$ cat config.mk
export PLATFORM = sky130hd
export DESIGN_NAME = supply_setpoint_to_dac_with_compensation
export DESIGN_NICKNAME = d
export VERILOG_FILES = /design/src/rtl/sdac_pkg.sv /design/src/rtl/supply_setpoint_to_dac_with_compensation.sv
export SDC_FILE = /design/constraint.sdc
export NUM_CORES = 2
export LEC_CHECK = 0
export ABC_AREA = 1
export BUFFER_PORTS_ARGS = -buffer_cell sky130_fd_sc_hd__buf_2
export CORE_MARGIN = 8
export CORE_UTILIZATION = 45
export CTS_BUF_LIST = sky130_fd_sc_hd__clkbuf_8
export DETAILED_ROUTE_END_ITERATION = 7
export GPL_TIMING_DRIVEN = 0
export PLACE_DENSITY_LB_ADDON = 0.2
export RECOVER_POWER = 50
export SYNTH_ARGS = -nofsm -noshare
export SYNTH_HDL_FRONTEND = slang
export SYNTH_SLANG_ARGS = --single-unit
$ cat constraint.sdc
create_clock -name clk -period 13.99 [get_ports clk]
set_clock_uncertainty 0.2 [all_clocks]
set_input_delay 4.197 -clock clk [delete_from_list [all_inputs] [get_ports clk]]
set_output_delay 4.197 -clock clk [all_outputs]
set_load 0.01 [all_outputs]
$ cat src/rtl/sdac_pkg.sv
// ----------------------------------------------------------------------------
// sdac_pkg: shared constants and types for the setpoint-to-DAC block
// Widths, register indexes and reset values of the configuration registers.
// ----------------------------------------------------------------------------
package sdac_pkg;

	localparam int DAC_BITS      = 12;
	localparam int SETPOINT_BITS = 16;

	localparam int CNT_W   = 16;	// tick counter and comp_ticks
	localparam int GAIN_W  = 18;	// unsigned Q2.16
	localparam int FRAC_W  = 16;
	localparam int CFG_W   = 18;	// widest register
	localparam int IDX_W   = 3;

	typedef enum logic [IDX_W-1:0] {
		REG_COMP_TICKS    = 3'd0,
		REG_COMP_MIN      = 3'd1,
		REG_CUR_BUF_THR   = 3'd2,
		REG_VOLT_BUF_THR  = 3'd3,
		REG_CUR_GAIN      = 3'd4,
		REG_VOLT_GAIN     = 3'd5
	} cfg_reg_t;

	localparam logic [CNT_W-1:0]         RST_COMP_TICKS   = CNT_W'(100);
	localparam logic [SETPOINT_BITS-1:0] RST_COMP_MIN     = SETPOINT_BITS'(30);
	localparam logic [SETPOINT_BITS-1:0] RST_CUR_BUF_THR  = SETPOINT_BITS'(100);
	localparam logic [SETPOINT_BITS-1:0] RST_VOLT_BUF_THR = SETPOINT_BITS'(10);
	localparam logic [GAIN_W-1:0]        RST_CUR_GAIN     = GAIN_W'(44728);	// ~0.6825
	localparam logic [GAIN_W-1:0]        RST_VOLT_GAIN    = GAIN_W'(89457);	// ~1.365

endpackage

$ cat src/rtl/supply_setpoint_to_dac_with_compensation.sv
// ----------------------------------------------------------------------------
// supply_setpoint_to_dac_with_compensation: setpoints to DAC codes
// Converts voltage and current setpoints into held DAC codes, with a latched
// current compensation in constant-current mode.
// ----------------------------------------------------------------------------
// Usage
//   One input word per control tick on in_valid/in_stall carries both
//   setpoints, the measured current and the request and CC-mode flags. One
//   result word per input leaves on out_valid/out_stall with both held DAC
//   codes, the rewrite flags, the buffer enables and request_consumed.
//   The word lands in the input register, then one pass of compare, add,
//   a 17x18 multiply, rounding and saturation leads into the result and
//   state registers. A new word is taken every cycle while the result
//   side flows.
//   When the receiver stalls, the result register holds; the input register
//   takes one more word and then in_stall rises until the result is taken.
//   Reset clears both stages, all held codes, setpoint history, counter,
//   compensation and buffer enables, and loads the configuration registers
//   with their default values. Write configuration through cfg_write,
//   cfg_index and cfg_data only while no word is in flight; unknown indexes
//   are ignored.
// ----------------------------------------------------------------------------
module supply_setpoint_to_dac_with_compensation
	import sdac_pkg::*;
(
	input  logic                     clk,
	input  logic                     arst_n,
	// configuration
	input  logic                     cfg_write,
	input  logic [IDX_W-1:0]         cfg_index,
	input  logic [CFG_W-1:0]         cfg_data,
	// input channel
	input  logic                     in_valid,
	output logic                     in_stall,
	input  logic [SETPOINT_BITS-1:0] set_voltage,
	input  logic [SETPOINT_BITS-1:0] set_current,
	input  logic [SETPOINT_BITS-1:0] measured_current,
	input  logic                     update_request,
	input  logic                     cc_mode,
	// result channel
	output logic                     out_valid,
	input  logic                     out_stall,
	output logic [DAC_BITS-1:0]      current_code,
	output logic [DAC_BITS-1:0]      voltage_code,
	output logic                     current_written,
	output logic                     voltage_written,
	output logic                     current_buffer_on,
	output logic                     voltage_buffer_on,
	output logic                     request_consumed
);

	localparam int SP_W    = SETPOINT_BITS;
	localparam int SUM_W   = SP_W + 1;
	localparam int PROD_W  = SUM_W + GAIN_W;
	localparam int C_W     = PROD_W - FRAC_W;
	localparam int CMP_W   = (C_W > DAC_BITS) ? C_W : DAC_BITS;
	localparam logic [PROD_W-1:0]   RND     = PROD_W'(1) << (FRAC_W - 1);
	localparam logic [DAC_BITS-1:0] DAC_MAX = '1;

	// sum times gain, round half up, saturate
	function automatic logic [DAC_BITS-1:0] scale_code(
		input logic [SUM_W-1:0]  sum,
		input logic [GAIN_W-1:0] gain
	);
		logic [PROD_W-1:0] prod;
		logic [C_W-1:0]    c;
		prod = PROD_W'(sum) * PROD_W'(gain) + RND;
		c = prod[PROD_W-1:FRAC_W];
		if (CMP_W'(c) > CMP_W'(DAC_MAX)) begin
			scale_code = DAC_MAX;
		end else begin
			scale_code = DAC_BITS'(c);
		end
	endfunction

	// configuration registers
	logic [CNT_W-1:0]  comp_ticks_q;
	logic [SP_W-1:0]   comp_min_q;
	logic [SP_W-1:0]   cur_buf_thr_q;
	logic [SP_W-1:0]   volt_buf_thr_q;
	logic [GAIN_W-1:0] cur_gain_q;
	logic [GAIN_W-1:0] volt_gain_q;

	always_ff @(posedge clk or negedge arst_n) begin
		if (!arst_n) begin
			comp_ticks_q   <= RST_COMP_TICKS;
			comp_min_q     <= RST_COMP_MIN;
			cur_buf_thr_q  <= RST_CUR_BUF_THR;
			volt_buf_thr_q <= RST_VOLT_BUF_THR;
			cur_gain_q     <= RST_CUR_GAIN;
			volt_gain_q    <= RST_VOLT_GAIN;
		end else if (cfg_write) begin
			case (cfg_reg_t'(cfg_index))
				REG_COMP_TICKS:   comp_ticks_q   <= cfg_data[CNT_W-1:0];
				REG_COMP_MIN:     comp_min_q     <= cfg_data[SP_W-1:0];
				REG_CUR_BUF_THR:  cur_buf_thr_q  <= cfg_data[SP_W-1:0];
				REG_VOLT_BUF_THR: volt_buf_thr_q <= cfg_data[SP_W-1:0];
				REG_CUR_GAIN:     cur_gain_q     <= cfg_data[GAIN_W-1:0];
				REG_VOLT_GAIN:    volt_gain_q    <= cfg_data[GAIN_W-1:0];
				default: ;
			endcase
		end
	end

	// input register
	logic            valid_s1;
	logic [SP_W-1:0] sv_s1;
	logic [SP_W-1:0] sc_s1;
	logic [SP_W-1:0] ac_s1;
	logic            req_s1;
	logic            cc_s1;
	logic            valid_s2;
	logic            adv;
	logic            in_take;

	assign adv      = valid_s1 && (!valid_s2 || !out_stall);
	assign in_stall = valid_s1 && !adv;
	assign in_take  = in_valid && !in_stall;

	always_ff @(posedge clk or negedge arst_n) begin
		if (!arst_n) begin
			valid_s1 <= 1'b0;
		end else if (in_take) begin
			valid_s1 <= 1'b1;
		end else if (adv) begin
			valid_s1 <= 1'b0;
		end
	end

	always_ff @(posedge clk) begin
		if (in_take) begin
			sv_s1  <= set_voltage;
			sc_s1  <= set_current;
			ac_s1  <= measured_current;
			req_s1 <= update_request;
			cc_s1  <= cc_mode;
		end
	end

	// state
	logic [SP_W-1:0]         last_v_q;
	logic [SP_W-1:0]         last_c_q;
	logic [CNT_W-1:0]        cnt_q;
	logic signed [SP_W:0]    comp_q;
	logic [DAC_BITS-1:0]     held_c_q;
	logic [DAC_BITS-1:0]     held_v_q;
	logic                    buf_c_q;
	logic                    buf_v_q;
	logic                    cw_s2;
	logic                    vw_s2;
	logic                    consumed_s2;

	// compensation step
	logic                    counting;
	logic [CNT_W-1:0]        cnt_inc;
	logic                    hit;
	logic signed [SP_W:0]    comp_lat;
	logic signed [SP_W:0]    comp_nxt;
	logic [CNT_W-1:0]        cnt_nxt;
	logic [SP_W-1:0]         last_c_eff;
	// code computation
	logic                    cw;
	logic                    vw;
	logic signed [SP_W+1:0]  sum_c;
	logic [SUM_W-1:0]        sum_c_pos;
	logic [SUM_W-1:0]        sum_v;
	logic [DAC_BITS-1:0]     code_c;
	logic [DAC_BITS-1:0]     code_v_raw;
	logic [DAC_BITS-1:0]     code_v;

	always_comb begin
		counting = req_s1 && cc_s1;
		cnt_inc  = cnt_q + CNT_W'(1);
		hit      = counting && (cnt_inc >= comp_ticks_q);
		if (sc_s1 >= comp_min_q) begin
			comp_lat = $signed({1'b0, sc_s1}) - $signed({1'b0, ac_s1});
		end else begin
			comp_lat = '0;
		end
		if (!counting) begin
			comp_nxt = '0;
			cnt_nxt  = cnt_q;
		end else if (hit) begin
			comp_nxt = comp_lat;
			cnt_nxt  = '0;
		end else begin
			comp_nxt = comp_q;
			cnt_nxt  = cnt_inc;
		end
		// force a current rewrite for a nonzero setpoint by dropping the setpoint history
		last_c_eff = hit ? '0 : last_c_q;

		cw    = (last_c_eff != sc_s1);
		vw    = (last_v_q != sv_s1);
		sum_c = $signed({2'b00, sc_s1}) + $signed({comp_nxt[SP_W], comp_nxt});
		sum_c_pos = sum_c[SP_W+1] ? '0 : sum_c[SUM_W-1:0];
		sum_v     = (sv_s1 == '0) ? SUM_W'(1) : {1'b0, sv_s1};
		code_c     = scale_code(sum_c_pos, cur_gain_q);
		code_v_raw = scale_code(sum_v, volt_gain_q);
		code_v     = (code_v_raw == '0) ? DAC_BITS'(1) : code_v_raw;
	end

	always_ff @(posedge clk or negedge arst_n) begin
		if (!arst_n) begin
			valid_s2    <= 1'b0;
			cw_s2       <= 1'b0;
			vw_s2       <= 1'b0;
			consumed_s2 <= 1'b0;
			last_v_q    <= '0;
			last_c_q    <= '0;
			cnt_q       <= '0;
			comp_q      <= '0;
			held_c_q    <= '0;
			held_v_q    <= '0;
			buf_c_q     <= 1'b0;
			buf_v_q     <= 1'b0;
		end else begin
			if (adv) begin
				valid_s2 <= 1'b1;
			end else if (!out_stall) begin
				valid_s2 <= 1'b0;
			end
			if (adv) begin
				cw_s2       <= cw;
				vw_s2       <= vw;
				consumed_s2 <= hit;
				cnt_q       <= cnt_nxt;
				comp_q      <= comp_nxt;
				last_c_q    <= sc_s1;
				last_v_q    <= sv_s1;
				if (cw) begin
					held_c_q <= code_c;
					buf_c_q  <= (sc_s1 >= cur_buf_thr_q);
				end
				if (vw) begin
					held_v_q <= code_v;
					buf_v_q  <= (sv_s1 >= volt_buf_thr_q);
				end
			end
		end
	end

	assign out_valid         = valid_s2;
	assign current_code      = held_c_q;
	assign voltage_code      = held_v_q;
	assign current_written   = cw_s2;
	assign voltage_written   = vw_s2;
	assign current_buffer_on = buf_c_q;
	assign voltage_buffer_on = buf_v_q;
	assign request_consumed  = consumed_s2;

	// checks
	a_consume_clears_cnt: assert property (@(posedge clk) disable iff (!arst_n)
		adv && hit |=> cnt_q == '0)
		else $error("counter not cleared after consuming request");

	a_history_tracks: assert property (@(posedge clk) disable iff (!arst_n)
		adv |=> (last_c_q == $past(sc_s1)) && (last_v_q == $past(sv_s1)))
		else $error("setpoint history out of step");

	a_volt_code_floor: assert property (@(posedge clk) disable iff (!arst_n)
		valid_s2 && vw_s2 |-> held_v_q != '0)
		else $error("voltage code below floor after rewrite");

	a_stall_needs_word: assert property (@(posedge clk) disable iff (!arst_n)
		!valid_s1 |-> !in_stall)
		else $error("input stalled with empty input register");

	a_comp_cleared: assert property (@(posedge clk) disable iff (!arst_n)
		adv && !counting |=> comp_q == '0)
		else $error("compensation kept outside counting");

endmodule
After elaboration in Yosys (flattened, before gate mapping)
Index checks and enable logic that the tools add are counted.
{"block": "op_classes", "n_addsub": 5, "n_mul": 2, "n_div": 0, "order_cmp": 6, "n_eq_ne": 8, "shift": 0, "n_mux": 14, "n_bitwise": 0, "reduce_logical": 23}
{"cell": "2-to-1 mux 17 bit", "n": 4}
{"cell": ">= comparator 16 bit", "n": 4}
{"cell": "2-to-1 mux 16 bit", "n": 3}
{"cell": "> comparator 19 x 12 -> 1 bit (second input constant)", "n": 2}
{"cell": "2-to-1 mux 12 bit", "n": 3}
{"cell": "adder 34 x 16 -> 35 bit (second input constant)", "n": 1}
{"cell": "adder 35 x 16 -> 35 bit (second input constant)", "n": 1}
{"cell": "multiplier 17 x 18 -> 35 bit", "n": 1}
{"cell": "multiplier 16 x 18 -> 34 bit", "n": 1}
{"cell": "!= test 16 bit", "n": 2}
{"cell": "adder 17 x 17 -> 18 bit", "n": 1}
{"cell": "AND reduction 2 bit", "n": 9}
{"cell": "subtractor 16 x 16 -> 17 bit", "n": 1}
{"cell": "adder 16 x 1 -> 16 bit (second input constant)", "n": 1}
{"cell": "zero test 16 bit", "n": 1}
{"cell": "zero test 12 bit", "n": 1}
{"cell": "== test 3 x 2 -> 1 bit (second input constant)", "n": 2}
{"cell": "== test 3 bit (second input constant)", "n": 2}
{"cell": "logical AND 1 bit", "n": 5}
{"cell": "zero test 1 bit", "n": 4}
{"cell": "2-to-1 mux 1 bit", "n": 4}
{"cell": "== test 3 x 1 -> 1 bit (second input constant)", "n": 1}
{"cell": "zero test 3 bit", "n": 1}
{"cell": "!= test 2 x 1 -> 1 bit (second input constant)", "n": 1}
{"cell": "other kinds (2)", "n": 2}
{"block": "totals", "regBits": 246, "latch_bits": 0, "ramBits": 0, "mem_bits_ro": 0, "inputBits": 76, "out_inout_bits": 31, "word_cells": 82, "mem_count": 0}

Depth between registers and ports, before layout
{"block": "depth", "ltp_word": 11, "ltp_mapped": 67, "mapped_depth_nobuf": 66}

Least setup slack after synthesis
Ideal clock, no wire load.
{"block": "synth_path", "path_kind": "register to register", "from": "reg cnt_q[2]", "to": "reg held_c_q[3] (netlist: current_code[3])", "setup_time_ns": 0.113, "t_arrival_ns": 10.056, "required_time_ns": 13.677, "slack_ns": 3.621, "stages_incl_launch_ff": 63, "n_path_buf": 2, "period_less_slack_ns": 10.369, "cell_sequence": "dfrtp_1 -> inv_1 -> nor3_1 -> inv_1 -> nor3_1 -> inv_1 -> nor4_1 -> nand4_1 -> nor2_1 -> inv_1 -> nor3_1 -> xor2_1 -> ha_1 -> a21oi_1 -> o21ai_0 -> a21oi_1 -> nand2_2 -> nand2_4 -> [27 not listed] -> inv_1 -> ha_1 -> nand2_1 -> nor2_1 -> inv_1 -> nor4_1 -> nand2_1 -> nand2_1 -> nand2_1 -> nand3_1 -> nand2_1 -> inv_2 -> nand3_2 -> nor2_4 -> buf_6 -> nand3_1 -> nand2_1 -> inv_1"}
{"block": "synth_via", "elab_chain_len": 11, "word_cells_on_any_way": 14, "classes_between": "3 x add/sub; 1 x mul; 2 x order compare; 1 x eq/ne; 5 x mux; 2 x reduce/logical"}
{"item": "start: declaration", "line_no": "supply_setpoint_to_dac_with_compensation.sv:143", "text": "logic [CNT_W-1:0] cnt_q;"}
{"item": "start signal: assignment", "line_no": "supply_setpoint_to_dac_with_compensation.sv:227", "text": "cnt_q <= cnt_nxt;"}
{"item": "adder 16 x 1 -> 16 bit (*)", "line_no": "supply_setpoint_to_dac_with_compensation.sv:173", "text": "cnt_inc = cnt_q + CNT_W'(1);"}
{"item": ">= comparator 16 bit (*)", "line_no": "supply_setpoint_to_dac_with_compensation.sv:174", "text": "hit = counting && (cnt_inc >= comp_ticks_q);"}
{"item": "logical AND 1 bit (*)", "line_no": "supply_setpoint_to_dac_with_compensation.sv:174"}
{"item": "2-to-1 mux 17 bit (*)", "line_no": "supply_setpoint_to_dac_with_compensation.sv:183", "text": "end else if (hit) begin"}
{"item": "2-to-1 mux 17 bit (*)", "line_no": "supply_setpoint_to_dac_with_compensation.sv:180", "text": "if (!counting) begin"}
{"item": "net comp_nxt[2]", "line_no": "supply_setpoint_to_dac_with_compensation.sv:158", "text": "logic signed [SP_W:0] comp_nxt;"}
{"item": "adder 17 x 17 -> 18 bit (*)", "line_no": "supply_setpoint_to_dac_with_compensation.sv:195", "text": "sum_c = $signed({2'b00, sc_s1}) + $signed({comp_nxt[SP_W], comp_nxt});"}
{"item": "2-to-1 mux 17 bit (*)", "line_no": "supply_setpoint_to_dac_with_compensation.sv:196", "text": "sum_c_pos = sum_c[SP_W+1] ? '0 : sum_c[SUM_W-1:0];"}
{"item": "multiplier 17 x 18 -> 35 bit (*)", "line_no": "supply_setpoint_to_dac_with_compensation.sv:67", "text": "prod = PROD_W'(sum) * PROD_W'(gain) + RND;"}
{"item": "adder 35 x 16 -> 35 bit (*)", "line_no": "supply_setpoint_to_dac_with_compensation.sv:67"}
{"item": "> comparator 19 x 12 -> 1 bit", "line_no": "supply_setpoint_to_dac_with_compensation.sv:69", "text": "if (CMP_W'(c) > CMP_W'(DAC_MAX)) begin"}
{"item": "2-to-1 mux 12 bit (*)", "line_no": "supply_setpoint_to_dac_with_compensation.sv:69"}
{"item": "end signal: assignment", "line_no": "supply_setpoint_to_dac_with_compensation.sv:232", "text": "held_c_q <= code_c;"}
{"item": "end: declaration", "line_no": "supply_setpoint_to_dac_with_compensation.sv:145", "text": "logic [DAC_BITS-1:0] held_c_q;"}
Mark *: on every way through the listed nets, which the timed path passes. The rest lies on a longest branch.
A chain may end at the register's enable or synchronous reset.

Final worst setup path
{"block": "layout_path", "from": "reg cnt_q[0]", "to": "reg held_c_q[5] (netlist: current_code[5])"}
Same word-level chain as after synthesis.

==> run_results.csv <==
group,metric,value,unit
final_layout,areaGrowthSynthToFinish,8.176,%
timing,rsz0062_at_grt,"false",
logic_synthesis,ys.warnings.count,0,
hold_path,worst_hold_path_type,"flop to flop",
grt,grt_max_degree,96,
floorplan,die_h,287.9,um
timing,worst_pin_slew,5.428,ns
timing,period_needed,12.87,ns
logic_synthesis,synth_area_leaders,"fa_1 (28%), ha_1 (13%), dfrtp_1 (12%)",
hold_path,holdPathEnd,"voltage_code[4]",
place,portBuffers,106,
final_layout,nets,5201,
setup_path,rr_startpoint,"cnt_q[0]",
logic_synthesis,async_flop_share,0.7967,
grt,gr-total-overflow,0,
logic_synthesis,syn_inst,4169,
clock_tree,root_buffer,"clkbuf_8",
setup_path,slowest_stage,"fa_1",
timing,final-setup-viol-count,0,
logic_synthesis,yosysSeqAreaShare,0.1937,
grt,grt-busiest-layer,"met2",
clock_tree,cts_sinks,246,
logic_synthesis,synth_edf_count,50,
route,drtPass1Iterations,5,
status,violations,"capacitance limit, slew limit",
clock_tree,hold_buffers,0,
route,detail-route-antenna-nets,0,
setup_path,crit_type,"flop to flop",
timing,max_freq,77.67,MHz
logic_synthesis,synth_area_leader_cell,"fa_1",
clock_tree,path_clk_slew,0.06,ns
floorplan,design.die.area,0.08289,mm^2
route,vias,27427,
timing,final_max_slew_viol_count,96,
setup_path,r2r_slack,1.12,ns
floorplan,die_x,287.9,um
status,status,"complete, but fails checks",
floorplan,core-area,0.07308,mm^2
timing,fin_setup_tns,0,ns
logic_synthesis,syn-num-nets,5044,
floorplan,initial_core_util,0.4552,
setup_path,rr_endpoint,"current_code[5]",
grt,use_met1,0.3065,
final_layout,final.fill_count,7300,
logic_synthesis,synth-seq-cells,246,
route,vias_per_cell,5.151,
route,drt_iter0_markers,2008,
setup_path,setup.worst_path.start_class,"flop",
timing,finalCritPeriodShare,0.9203,
setup_path,rr_worst_depth,58,
floorplan,ios,107,
setup_path,cp-end-kind,"flop",
clock_tree,clockBufferDepth,3,
logic_synthesis,synth_ff_type,"dfrtp_1",
logic_synthesis,synth.cell_area,0.03327,mm^2
floorplan,rows,99,
final_layout,regArea,0.006445,mm^2
setup_path,crit_fanout,10,
grt,grt_pass1_wl,155300,um
clock_tree,cts_made_buffers,46,
logic_synthesis,yosysUniqueCellTypes,58,
setup_path,max_stage_delay,0.53,ns
logic_synthesis,synth_top_area_share,0.2786,
run,maxCapViolCount,1,
final_layout,drive_above_1_share,0.06439,
clock_tree,cts_resized,0,
grt,use_met2,0.4053,
grt,grt_usage,0.2389,
setup_path,arrival,13.19,ns
grt,grt_use_met3,0.03059,
clock_tree,clk_latency,0.64,ns
route,drcViolationCount,0,
place,dp_hpwl,78320,um
timing,final_hold_viol_count,0,
final_layout,multi_input_area,0.02255,mm^2
hold_path,holdPathStages,2,
route,routed_wl,96430,um
clock_tree,htreeDepth,2,
hold_path,min-delay-start,"voltage_code[4]",
grt,grt_pass1_vias,28566,
logic_synthesis,synth_area_per_cell,7.980,um^2
timing,relSlewSlack,-2.619,
place,gp_congestion,0.9277,
grt,antenna_found_initial,3,
clock_tree,post_cts_buffers,0,
clock_tree,cts_tree,"yes",
setup_path,cp.required,14.31,ns
route,routedWlPerCell,18.11,um
setup_path,crit_top_cell,"inv_1",
-- worst max-delay path by stage --
stage	from	endpoint	slack, ns	cells past startpoint
final	cnt_q[0]	current_code[5]	1.12	58
after global routing	cnt_q[2]	current_code[6]	0.08	62
after CTS	cnt_q[2]	current_code[5]	1.22	61
after detailed placement	cnt_q[0]	current_code[10]	1.29	61
after global placement	cnt_q[0]	current_code[10]	1.34	58
after floorplan	cnt_q[2]	current_code[3]	3.62	62
-- cell families (layout without fill, tap and decap cells) --
family,Yosys count,after routing,share of synthesized area
other cells,0,2,0
fa+ha+maj,799,799,0.4049
simple gates,1492,1492,0.1816
buf+inv,1117,1312,0.1285
flops,246,246,0.1937
xor+xnor,61,61,0.01628
compound gates,454,454,0.07487
-- layer usage --
metal  vias to the layer above  wire length [um]  share of wire
met5                         -                 0              0
met4                         0              4648          0.048
met3                       213              5456          0.057
met2                       858             45530           0.47
met1                     13439             40790           0.42
li1                      12917                 -              -
-- cells in the mapped netlist, drive strengths merged, types with 13 or more instances --
cell type / count
dfrtp: 165
nor2: 305
edfxtp: 50
or2: 34
buf: 31
ha: 336
xnor2: 18
dfstp: 31
clkbuf: 115
o21ai: 214
xor2: 43
nand3: 81
nor3: 29
nor4: 13
o21a: 20
nand4: 29
a21oi: 152
inv: 963
nand2: 993
fa: 463
a31oi: 17
-- through the flow --
step / utilization / setup WS, ns / instances / cell area [um^2] / hold slack [ns]
floorplan: - / 3.621 / 4169 / 33270 / 0.2477
global placement: 0.4789 / 1.337 / 5234 / 35000 / 0.2604
detailed placement: 0.4801 / 1.289 / 5237 / 35090 / 0.2638
CTS: 0.4929 / 1.219 / 5323 / 36020 / 0.2824
global route: 0.4924 / 0.07684 / 5324 / 35990 / 0.2947
finish: 0.4925 / 1.115 / 5325 / 35990 / 0.2806
-- layout make-up --
| cell class | count | area share |
|---|---|---|
| Multi-Input combinational cell | 2806 | 0.6265 |
| Sequential cell | 246 | 0.1791 |
| Inverter | 971 | 0.1013 |
| Tap cell | 959 | 0.03334 |
| Clock buffer | 54 | 0.02065 |
| Buffer | 146 | 0.01756 |
| Timing Repair Buffer | 109 | 0.01610 |
| Clock inverter | 32 | 0.005354 |
| Antenna cell | 2 | 0.0001391 |
-- registers in the layout (all words and copies together) (netlist names), 12 cells and up --
| register | flops |
|---|---|
| ac_s1 | 16 |
| cnt_q | 16 |
| comp_min_q | 16 |
| comp_q | 17 |
| comp_ticks_q | 16 |
| cur_buf_thr_q | 16 |
| cur_gain_q | 18 |
| current_code | 12 |
| last_c_q | 16 |
| last_v_q | 16 |
| sc_s1 | 16 |
| sv_s1 | 16 |
| volt_buf_thr_q | 16 |
| volt_gain_q | 18 |
| voltage_code | 12 |
-- cell usage in the layout (no fill, tap or decap), types with 6 or more instances in the layout --
cell type	Yosys	final
o21bai_1	6	6
buf_1	13	13
o21ai_1	6	6
buf_2	6	110
clkbuf_8	0	54
nand4_1	28	28
dfstp_2	31	31
edfxtp_1	50	50
o21a_1	20	20
nor2_1	302	302
nor3_1	28	28
nand2_2	10	10
nand2_1	982	982
dfrtp_1	165	165
nand3_1	78	78
or2_1	7	7
ha_1	336	336
clkinv_2	0	6
inv_1	957	972
or2_2	27	27
o22ai_1	9	9
xor2_1	42	42
nor4_1	12	12
buf_6	8	8
a21oi_1	151	151
clkinv_1	8	13
xnor2_1	18	18
a21o_1	7	7
fa_1	463	463
o21ai_0	206	206
inv_2	6	6
a31oi_1	17	17
clkbuf_1	114	117
-- worst max-delay path, delay by kind of cell, from the launching register on --
family	cells	cell delay, ns
adder cells (fa/ha/maj)	9	4.07
AO/OA/AOI/OAI	10	1.79
XOR/XNOR	1	0.23
flip-flops	1	0.39
buffers and inverters	14	2.08
AND/OR/NAND/NOR	24	4.00
Power is not shown: default switching activity piles up to over one toggle a cycle in this logic, so the estimate is an artifact.
